--- config.mk ---
export PLATFORM = sky130hd
export DESIGN_NAME = fsk_id_deframer_unit
export DESIGN_NICKNAME = d
export VERILOG_FILES = /design/src/sv/fskid_pkg.sv /design/src/sv/fskid_step.sv /design/src/sv/fsk_id_deframer_unit.sv
export SDC_FILE = /design/constraint.sdc
export NUM_CORES = 1
export LEC_CHECK = 0
export BUFFER_PORTS_ARGS = -buffer_cell sky130_fd_sc_hd__buf_2
export CORE_MARGIN = 3
export CORE_UTILIZATION = 45
export CTS_CLUSTER_DIAMETER = 80
export DETAILED_ROUTE_END_ITERATION = 16
export PLACE_DENSITY = 0.66
export SKIP_LAST_GASP = 1
export SYNTH_ARGS = -nofsm -noshare
export SYNTH_HDL_FRONTEND = slang
export SYNTH_SLANG_ARGS = --single-unit
--- constraint.sdc ---
create_clock -name clock -period 4.3 [get_ports clock]
set_input_delay 0.43 -clock clock [delete_from_list [all_inputs] [get_ports clock]]
set_output_delay 0.43 -clock clock [all_outputs]
set_load 0.005 [all_outputs]
--- src/sv/fskid_pkg.sv ---
package fskid_pkg;

   localparam int HISTORY_BITS = 24;
   localparam int CHAR_BITS    = 6;
   localparam int POWER_WIDTH  = 32;
   localparam int SYNC_GROUPS  = 2;
   localparam int TEST_BITS    = HISTORY_BITS / 2;

   localparam logic [CHAR_BITS-1:0] SYNC_FIRST   = 6'h20;
   localparam logic [CHAR_BITS-1:0] SYNC_SECOND  = 6'h2A;
   localparam logic [6:0]           ASCII_OFFSET = 7'h20;

   localparam logic [7:0] SEARCH_LIMIT_RST  = 8'd177;
   localparam logic [3:0] MAX_CHARS_RST     = 4'd10;
   localparam logic [5:0] END_THRESHOLD_RST = 6'd13;

   localparam logic [1:0] CSR_SEARCH_LIMIT  = 2'd0;
   localparam logic [1:0] CSR_MAX_CHARS     = 2'd1;
   localparam logic [1:0] CSR_END_THRESHOLD = 2'd2;

   localparam logic [1:0] ST_RUNNING    = 2'd0;
   localparam logic [1:0] ST_TERMINATOR = 2'd1;
   localparam logic [1:0] ST_LENGTH     = 2'd2;
   localparam logic [1:0] ST_NO_SYNC    = 2'd3;

   localparam logic REQ_WINDOW  = 1'b0;
   localparam logic REQ_RESTART = 1'b1;

   typedef struct packed {
      logic                   req_type;
      logic [POWER_WIDTH-1:0] lo_power;
      logic [POWER_WIDTH-1:0] hi_power;
   } req_payload_type;

   typedef struct packed {
      logic       char_valid;
      logic [6:0] char_code;
      logic       in_sync;
      logic       done_res;
      logic [1:0] status;
   } rsp_payload_type;

   typedef struct packed {
      logic [7:0] search_limit;
      logic [3:0] max_chars;
      logic [5:0] end_threshold;
   } cfg_type;

   typedef struct packed {
      logic [HISTORY_BITS-1:0] bit_history;
      logic                    synced;
      logic [7:0]              windows_tested;
      logic [2:0]              bit_position;
      logic [CHAR_BITS-1:0]    char_accum;
      logic [3:0]              chars_sent;
      logic                    finished;
      logic [1:0]              end_status;
   } state_type;

   function automatic logic [CHAR_BITS-1:0] rev_char(input logic [CHAR_BITS-1:0] x);
      logic [CHAR_BITS-1:0] r;
      r = '0;
      for (int k = 0; k < CHAR_BITS; k++) begin
         r[CHAR_BITS-1-k] = x[k];
      end
      return r;
   endfunction

   // every other older bit, oldest first, as two reversed groups
   function automatic logic sync_match(input logic [HISTORY_BITS-1:0] hist);
      logic [TEST_BITS-1:0] test;
      test = '0;
      for (int i = 0; i < TEST_BITS; i++) begin
         test[TEST_BITS-1-i] = hist[HISTORY_BITS-1-2*i];
      end
      return (rev_char(test[2*CHAR_BITS-1:CHAR_BITS]) == SYNC_FIRST) &&
             (rev_char(test[CHAR_BITS-1:0]) == SYNC_SECOND);
   endfunction

endpackage

--- src/sv/fskid_step.sv ---
module fskid_step (
   input  fskid_pkg::state_type       state,
   input  fskid_pkg::cfg_type         cfg,
   input  fskid_pkg::req_payload_type req,
   output fskid_pkg::state_type       state_in,
   output fskid_pkg::rsp_payload_type rsp
);

   logic                              win_bit;
   logic [fskid_pkg::HISTORY_BITS-1:0] hist;
   logic [7:0]                        windows;
   logic [fskid_pkg::CHAR_BITS-1:0]   accum;
   logic [2:0]                        pos;

   assign win_bit = req.lo_power > req.hi_power;
   assign hist    = {state.bit_history[fskid_pkg::HISTORY_BITS-2:0], win_bit};
   assign windows = state.windows_tested + 8'd1;
   assign accum   = state.char_accum |
                    (fskid_pkg::CHAR_BITS'({5'd0, win_bit}) << state.bit_position);
   assign pos     = state.bit_position + 3'd1;

   always_comb begin
      state_in = state;
      rsp      = '0;
      if (req.req_type == fskid_pkg::REQ_RESTART) begin
         state_in = '0;
      end else if (!state.finished) begin
         if (!state.synced) begin
            state_in.bit_history    = hist;
            state_in.windows_tested = windows;
            if (fskid_pkg::sync_match(hist)) begin
               state_in.synced       = 1'b1;
               state_in.char_accum   = '0;
               state_in.bit_position = '0;
               state_in.chars_sent   = '0;
            end else if (windows >= cfg.search_limit || windows == 8'd0) begin
               state_in.finished   = 1'b1;
               state_in.end_status = fskid_pkg::ST_NO_SYNC;
            end
         end else begin
            state_in.char_accum   = accum;
            state_in.bit_position = pos;
            if (pos >= 3'(fskid_pkg::CHAR_BITS)) begin
               if (accum < cfg.end_threshold) begin
                  state_in.finished   = 1'b1;
                  state_in.end_status = fskid_pkg::ST_TERMINATOR;
               end else if (state.chars_sent >= cfg.max_chars) begin
                  state_in.finished   = 1'b1;
                  state_in.end_status = fskid_pkg::ST_LENGTH;
               end else begin
                  rsp.char_valid      = 1'b1;
                  rsp.char_code       = {1'b0, accum} + fskid_pkg::ASCII_OFFSET;
                  state_in.chars_sent = state.chars_sent + 4'd1;
               end
               state_in.bit_position = '0;
               state_in.char_accum   = '0;
            end
         end
      end
      rsp.in_sync  = state_in.synced;
      rsp.done_res = state_in.finished;
      rsp.status   = state_in.finished ? state_in.end_status : fskid_pkg::ST_RUNNING;
   end

endmodule

--- src/sv/fsk_id_deframer_unit.sv ---
// FSK ident deframer. Each request carries the 1900 Hz and 2100 Hz tone powers of one
// analysis window (or a restart), and yields exactly one response: a new ASCII character
// when one completes, plus sync, done and end status. Throughput is one request per clock
// while the response output is not stalled. A request passes an input register and the
// state update into the response register. The user must write the registers on csr_ only
// while no request is in flight; the block does not enforce this. csr_ready is always high.
module fsk_id_deframer_unit (
   input  logic                        clock,
   input  logic                        reset,
   input  logic                        req_valid,
   output logic                        req_stall,
   input  fskid_pkg::req_payload_type  req_payload,
   output logic                        rsp_valid,
   input  logic                        rsp_stall,
   output fskid_pkg::rsp_payload_type  rsp_payload,
   input  logic                        csr_valid,
   output logic                        csr_ready,
   input  logic [1:0]                  csr_index,
   input  logic [7:0]                  csr_wdata
);

   logic                       req_vld_ff;
   fskid_pkg::req_payload_type req_ff;
   logic                       rsp_vld_ff;
   fskid_pkg::rsp_payload_type rsp_ff;
   fskid_pkg::rsp_payload_type rsp_in;
   fskid_pkg::state_type       state_ff;
   fskid_pkg::state_type       state_in;
   fskid_pkg::cfg_type         cfg_ff;
   logic                       advance;

   assign advance     = req_vld_ff && (!rsp_vld_ff || !rsp_stall);
   assign req_stall   = req_vld_ff && !advance;
   assign rsp_valid   = rsp_vld_ff;
   assign rsp_payload = rsp_ff;
   assign csr_ready   = 1'b1;

   fskid_step u_step (
      .state    (state_ff),
      .cfg      (cfg_ff),
      .req      (req_ff),
      .state_in (state_in),
      .rsp      (rsp_in)
   );

   always_ff @(posedge clock) begin
      if (reset) begin
         req_vld_ff           <= 1'b0;
         rsp_vld_ff           <= 1'b0;
         state_ff             <= '0;
         cfg_ff.search_limit  <= fskid_pkg::SEARCH_LIMIT_RST;
         cfg_ff.max_chars     <= fskid_pkg::MAX_CHARS_RST;
         cfg_ff.end_threshold <= fskid_pkg::END_THRESHOLD_RST;
      end else begin
         if (!req_stall) begin
            req_vld_ff <= req_valid;
         end
         if (advance) begin
            rsp_vld_ff <= 1'b1;
            state_ff   <= state_in;
         end else if (!rsp_stall) begin
            rsp_vld_ff <= 1'b0;
         end
         if (csr_valid && csr_ready) begin
            unique case (csr_index)
               fskid_pkg::CSR_SEARCH_LIMIT:  cfg_ff.search_limit  <= csr_wdata;
               fskid_pkg::CSR_MAX_CHARS:     cfg_ff.max_chars     <= csr_wdata[3:0];
               fskid_pkg::CSR_END_THRESHOLD: cfg_ff.end_threshold <= csr_wdata[5:0];
               default: ;
            endcase
         end
      end
   end

   always_ff @(posedge clock) begin
      if (!req_stall && req_valid) begin
         req_ff <= req_payload;
      end
      if (advance) begin
         rsp_ff <= rsp_in;
      end
   end

endmodule

==> impl_metrics.csv, run 1 <==
group,metric,value,unit
status,status,"finished clean",
route,wirelength,14440,µm
sta,finalCritPeriodShare,95.77,%
sta,final.setup.tns,0,ns
cts,postCtsHoldBufs,0,
global_route,grt_pass1_wl,23070,µm
global_route,antenna_found_initial,0,
power,internal_power,0.002470,W
critical_path,worstRegToRegCells,17,
yosys,synth-edff-count,77,
min_path,hold_start,"req_payload[24]",
route,drt_pass1_iterations,5,
cts,cts_tree,"built",
yosys,synth_cell_types,57,
finish,regArea,3674,µm²
cts,root_buffer,"clkbuf_16",
die,die_h,128.0,µm
yosys,synth-compound-area-share,12.83,%
critical_path,cp_slowest_cell,"or4b_4",
yosys,synth.most_common_cell,"edfxtp_1",
yosys,yosysTopAreaCellShare,34.51,%
yosys,yosys-top-cells-count,"77 x edfxtp_1, 68 x dfxtp_1, 67 x a21oi_1, 67 x inv_1, 59 x nor2_1",
critical_path,critPathLaunchType,"flop",
sta,fin_crit,4.118,ns
cts,clk_latency,0.43,ns
critical_path,crit_chain,"ha_1 > nand4_1 > nor3_1 > a221oi_1 > o211ai_1 > a21oi_2 > a21oi_2 > buf_4 > a31oi_1 > inv_1 > ha_1 > a21o_1 > a21oi_2 > and3b_1 > a21oi_4 > or4b_4 > a221oi_2",
critical_path,worst-path-max-fanout,7,
finish,area.growth.synth_to_final,20.30,%
sta,hold_viol,0,
power,p_seq_share,48.2,%
power,swShare,22.20,%
yosys,muxShareOfSynthArea,1.046,%
place,pre_cts_ws,0.1714,ns
die,core,14200,µm²
global_route,grt_pass1_vias,4807,
critical_path,crit_required,4.64,ns
yosys,async_flop_share,0,%
cts,h-tree-depth,4,
route,drt_first_iter_violations,415,
power,power.density,393.9,nW/µm²
place,io_buffers,93,
yosys,yosysSeqAreaShare,54.83,%
yosys,yosys.area_share.simple,15.39,%
route,drc,0,
finish,fin_nets,882,
sta,fin_skew,0.007594,ns
flow_run,maxCapViolations,0,
min_path,hold_class,"in -> reg",
yosys,synth_top_family_by_area,"simple AND/OR/NAND/NOR gates",
route,num_vias,5092,
yosys,synth_area_per_cell,10.39,µm²
power,pwr-share-comb,7.2,%
power,vdd_ir_drop_max,0.3641,mV
die,row_count,43,
sta,timing.fmax,242.8,MHz
place,place_congestion,0.8345,
sta,slew_violations,0,
yosys,synthesis.area,6700,µm²
critical_path,worstSetupPathType,"reg -> reg",
power,power_switching,0.0007050,W
finish,drive_gt1_share,20.87,%
die,pin_count,95,
finish,insertedDiodeCount,0,
power,p_leak,3.420,nW
place,dp_hpwl,10210,µm
die,die_w,128.0,µm
critical_path,ff2ff_setup_slack,0.18,ns
power,clock_power_share,44.7,%
sta,fin_ws,0.1818,ns
route,via_per_inst,5.406,
yosys,synthAdderAreaFrac,9.897,%
critical_path,crit_arrival,4.46,ns
yosys,synth_fp_nets,778,
critical_path,max_stage_delay,0.50,ns
cts,clock-sinks,145,
global_route,gr-total-overflow,0,
yosys,synth_xor_area_share,0.9150,%
global_route,grt_use_total,17.75,%
cts,cts_buffers,17,
finish,multi_input_area,2761,µm²
critical_path,r2r-start,"req_ff[54]",
finish,nFillCells,1233,
yosys,synthesis.instances,645,
die,initial_core_util,47.17,%
global_route,grt_start_max_net_pins,73,
route,ant_nets,0,
die,die_area,16390,µm²
sta,relSlewSlack,24.42,%
cts,clkTransAtPathRegs,0.06,ns
critical_path,worstReg2RegEnd,"state_ff[2]",
sta,worst_pin_slew,1.126,ns
place,placed_cells_incl_taps,908,
yosys,synth_area_leaders,"edfxtp_1 35%, dfxtp_1 20%, ha_1 9.9%",
power,p_total,0.003175,W
yosys,ys.flop_type,"edfxtp_1",
min_path,hold_end,"req_ff[24]",
min_path,hold_depth,1,
finish,stdcell_count,942,
critical_path,cpMostUsedCell,"a21oi_2",
sta,rsz0062_at_grt,"false",
yosys,yosys_warnings,0,
sta,setup_viol,0,
route,wire_per_inst,15.33,µm
yosys,synth_top_cell_by_area,"edfxtp_1",
cts,cts_buffer_depth,2,
yosys,ys_seq_elements,145,
critical_path,worstSetupEndpointType,"flop",
==> per-layer routing <==
metal	up-vias	routed length, µm	track usage [%]
li1	2505	-	-
met1	2405	6489	23.26
met2	160	6718	27.97
met3	22	1023	5.417
met4	0	208	6.305
met5	-	0	0
==> state kept, by name (all words and copies together), names as in the netlist <==
signal       count
req_vld_ff       1
req_ff          65
cfg_ff          18
state_ff        48
rsp_payload     12
rsp_valid        1
==> placed cells by master, fill, tap and decap left out, drive strengths merged, types with 9 or more instances in the layout <==
cell | netlist | layout
edfxtp | 77 | 77
ha | 53 | 53
nand3 | 35 | 35
nand2b | 9 | 9
nor2 | 59 | 59
clkbuf | 21 | 23
inv | 67 | 67
buf | 1 | 107
nand4 | 10 | 10
a21oi | 68 | 68
nand2 | 50 | 50
dfxtp | 68 | 68
o21ai | 21 | 21
nor3 | 12 | 12
==> worst max-delay path, delay by kind of cell, from the launching register on <==
kind / cells / cell delay, ns
fa+ha+maj: 2 / 0.61
buf+inv: 2 / 0.26
compound gates: 9 / 1.70
simple gates: 4 / 1.07
flops: 1 / 0.39
==> metrics by stage <==
stage          hold WS, ns  util (%)  instance area, µm²
6_report            0.1771     56.75                8060
5_1_grt             0.1537     56.75                8060
4_1_cts             0.1532     56.28                7994
3_5_place_dp        0.4475     52.21                7416
3_3_place_gp        0.4390     52.21                7416
2_1_floorplan       0.4280         -                6700
==> how the worst max path moves through the flow <==
stage	from	end	cells after the start
2_1_floorplan	rsp_stall	req_ff[0]	2
3_3_place_gp	req_ff[14]	state_ff[2]	19
3_5_place_dp	req_ff[14]	state_ff[2]	19
4_1_cts	req_ff[14]	state_ff[2]	19
5_1_grt	req_ff[14]	state_ff[2]	18
6_report	req_ff[54]	state_ff[2]	17
==> cells by family (layout without fill, tap and decap cells) <==
kind of cell	count (synthesis)	in the layout
AO/OA/AOI/OAI	136	136
XOR/XNOR	7	7
adder cells (fa/ha/maj)	53	53
buffers and inverters	89	206
flip-flops	145	145
multiplexers	7	7
other	1	1
AND/OR/NAND/NOR	207	207
==> power by group through the flow <==
stage          sequential, W  combinational (W)  clock (W)
4_1_cts              0.00153           0.000227    0.00146
5_1_grt              0.00153           0.000255    0.00151
2_1_floorplan        0.00156           0.000135          0
6_report             0.00153           0.000228    0.00142
3_3_place_gp         0.00156           0.000216          0
3_5_place_dp         0.00156           0.000225          0
==> cell type report <==
| cell class | instances | area share, % |
|---|---|---|
| repair buffers | 107 | 7.079 |
| well taps | 180 | 2.794 |
| flip-flops and latches | 145 | 45.58 |
| clock inverters | 9 | 0.9935 |
| clock buffers | 23 | 6.178 |
| multi-input cells | 411 | 34.26 |
| inverters | 67 | 3.120 |
==> timing repair <==
item / CTS / global route
endpoints found under the setup margin: 0 / 15
resized for setup: 0 / 10
buffers inserted: 0 / 2
(Power assumes the default switching activity.)
==> inputs of run 2 (changes only) <==
--- a/config.mk
+++ b/config.mk
@@ -5,13 +5,15 @@
 export SDC_FILE = /design/constraint.sdc
 export NUM_CORES = 1
 export LEC_CHECK = 0
-export BUFFER_PORTS_ARGS = -buffer_cell sky130_fd_sc_hd__buf_2
 export CORE_MARGIN = 3
 export CORE_UTILIZATION = 45
 export CTS_CLUSTER_DIAMETER = 80
+export CTS_CLUSTER_SIZE = 40
 export DETAILED_ROUTE_END_ITERATION = 16
-export PLACE_DENSITY = 0.66
+export DONT_BUFFER_PORTS = 1
+export PLACE_DENSITY = 0.61
 export SKIP_LAST_GASP = 1
 export SYNTH_ARGS = -nofsm -noshare
 export SYNTH_HDL_FRONTEND = slang
+export SYNTH_HIERARCHICAL = 1
 export SYNTH_SLANG_ARGS = --single-unit
==> impl_metrics.csv, run 2 <==
group,metric,value,unit
status,status,"finished clean",
die,pin_count,95,
global_route,grtUsageMet2,28.04,%
finish,multi_input_area,3941,µm²
place,placed_cell_area,8068,µm²
route,wire_per_inst,16.50,µm
die,die_area,19380,µm²
route,num_vias,5508,
finish,area.growth.synth_to_final,10.50,%
place,place_congestion,0.8724,
critical_path,crit_required,4.64,ns
yosys,synthesis.instances,783,
die,row_count,48,
yosys,yosys_warnings,6,
die,die_h,139.2,µm
finish,regArea,3674,µm²
global_route,grt_util_met3,4.364,%
place,dp_hpwl,11450,µm
power,vdd_ir_drop_max,0.3850,mV
sta,hold_viol,0,
route,drt_pass1_iterations,5,
finish,final_common_cell,"nand2b_1",
sta,setup_viol,0,
power,power.density,369.2,nW/µm²
route,wirelength,16740,µm
cts,cts_buffers,17,
power,internal_power,0.002527,W
sta,fin_ws,0.1124,ns
global_route,grt_start_max_net_pins,131,
route,ant_nets,0,
global_route,grt_busiest_layer,"met2",
power,power_switching,0.0007307,W
power,clock_power_share,46.8,%
critical_path,crit_arrival,4.53,ns
sta,fin_skew,0.007253,ns
global_route,grt_use_total,17.09,%
yosys,synthesis.area,7986,µm²
global_route,grt_use_met1,22.04,%
cts,clk_latency,0.42,ns
global_route,antenna_found_initial,0,
place,io_buffers,0,
power,p_total,0.003258,W
sta,finalCritPeriodShare,97.39,%
route,via_per_inst,5.432,
cts,clock-sinks,145,
place,pre_cts_ws,0.02113,ns
route,drc,0,
critical_path,worstSetupEndpointType,"flop",
sta,timing.fmax,238.8,MHz
min_path,hold_class,"in -> reg",
critical_path,worstSetupPathType,"reg -> reg",
cts,cts_tree,"built",
cts,h-tree-depth,4,
cts,postCtsHoldBufs,0,
cts,clkTransAtPathRegs,0.06,ns
critical_path,worst-path-max-fanout,4,
finish,fin_area,8825,µm²
sta,final.setup.tns,0,ns
global_route,gr-total-overflow,0,
power,p_seq_share,47.1,%
sta,fin_crit,4.188,ns
sta,relSlewSlack,25.27,%
finish,final_cell_mix,"116 x nand2b_1, 77 x edfxtp_1, 68 x mux2i_1, 68 x dfxtp_1, 62 x nand2_1",
finish,drive_gt1_share,10.28,%
die,initial_core_util,46.01,%
yosys,synth_fp_nets,916,
global_route,grt_pass1_wl,26970,µm
critical_path,critPathLaunchType,"flop",
finish,top_register,"req_ff",
finish,reg_top3,"req_ff: 65 flops, state_ff: 48 flops, cfg_ff: 18 flops",
cts,root_buffer,"clkbuf_16",
die,die_w,139.2,µm
route,drt_first_iter_violations,329,
power,swShare,22.43,%
cts,cts_buffer_depth,2,
global_route,grt_pass1_vias,5488,
power,p_leak,3.354,nW
finish,fin_nets,908,
power,pwr-share-comb,6.1,%
finish,largest_register_ffs,65,
yosys,synth_area_per_cell,10.20,µm²
finish,nFillCells,1517,
sta,worst_pin_slew,1.109,ns
sta,slew_violations,0,
die,core,17360,µm²
flow_run,maxCapViolations,0,
==> run 2: worst paths after layout <==
kind / endpoint / slack, ns / from / cells past startpoint
max: state_ff[3] / 0.11 / req_ff[14] / 21
min: req_vld_ff / 0.09 / reset / 1
max reg2reg: state_ff[3] / 0.11 / req_ff[14] / 21
min reg2reg: cfg_ff[16] / 0.47 / cfg_ff[16] / 2
==> run 2: per-stage QoR <==
step,std cells,utilization [%],hold slack [ns]
2_1_floorplan,783,-,0.4469
3_3_place_gp,976,46.48,0.4619
3_5_place_dp,976,46.48,0.4659
4_1_cts,1008,49.98,0.06411
5_1_grt,1013,50.83,0.07184
6_report,1014,50.84,0.09065
==> run 2: cell type report <==
class	instances	share of cell area (%)
diodes	1	0.02836
clock buffers	18	4.863
clock inverters	14	2.013
inverters	59	2.510
multi-input cells	539	44.66
flip-flops and latches	145	41.63
well taps	225	3.190
repair buffers	13	1.106
==> run 2: power by group through the flow <==
stage | logic (W) | registers (W) | clock network (W)
final | 0.000199 | 0.00154 | 0.00152
after CTS | 0.000186 | 0.00153 | 0.00156
after detailed placement | 0.000185 | 0.00156 | 0
after global placement | 0.000178 | 0.00156 | 0
after floorplan | 0.000172 | 0.00156 | 0
after global routing | 0.000221 | 0.00154 | 0.00162
==> run 2: worst max-delay path, cell delays in order, from the launching register on <==
cell and delay, ns:
edfxtp_1 0.40, inv_2 0.09, ha_4 0.20, a21oi_1 0.14, nand2_1 0.06, a221o_1 0.36
o31a_2 0.36, o21a_1 0.22, nor3b_2 0.17, buf_4 0.16, a21o_1 0.18, ha_1 0.17
a21o_1 0.17, a21o_1 0.18, a21oi_2 0.16, o31a_1 0.17, and2b_2 0.26, o21ai_2 0.11
o211ai_1 0.11, a31oi_1 0.22, nand2b_1 0.08, mux2i_1 0.14
==> run 2: per-layer routing <==
| layer | wire length [µm] | part of all wire (%) | vias to the layer above |
|---|---|---|---|
| met1 | 7412 | 44 | 2637 |
| met2 | 7919 | 47 | 156 |
| met4 | 359 | 2.1 | 0 |
| met5 | 0 | 0 | - |
| met3 | 1045 | 6.2 | 25 |
| li1 | - | - | 2690 |
==> run 2: repair_timing <==
item / in CTS / in global routing
resized for setup: 0 / 16
setup endpoints to repair: 0 / 16
buffers inserted: 0 / 4
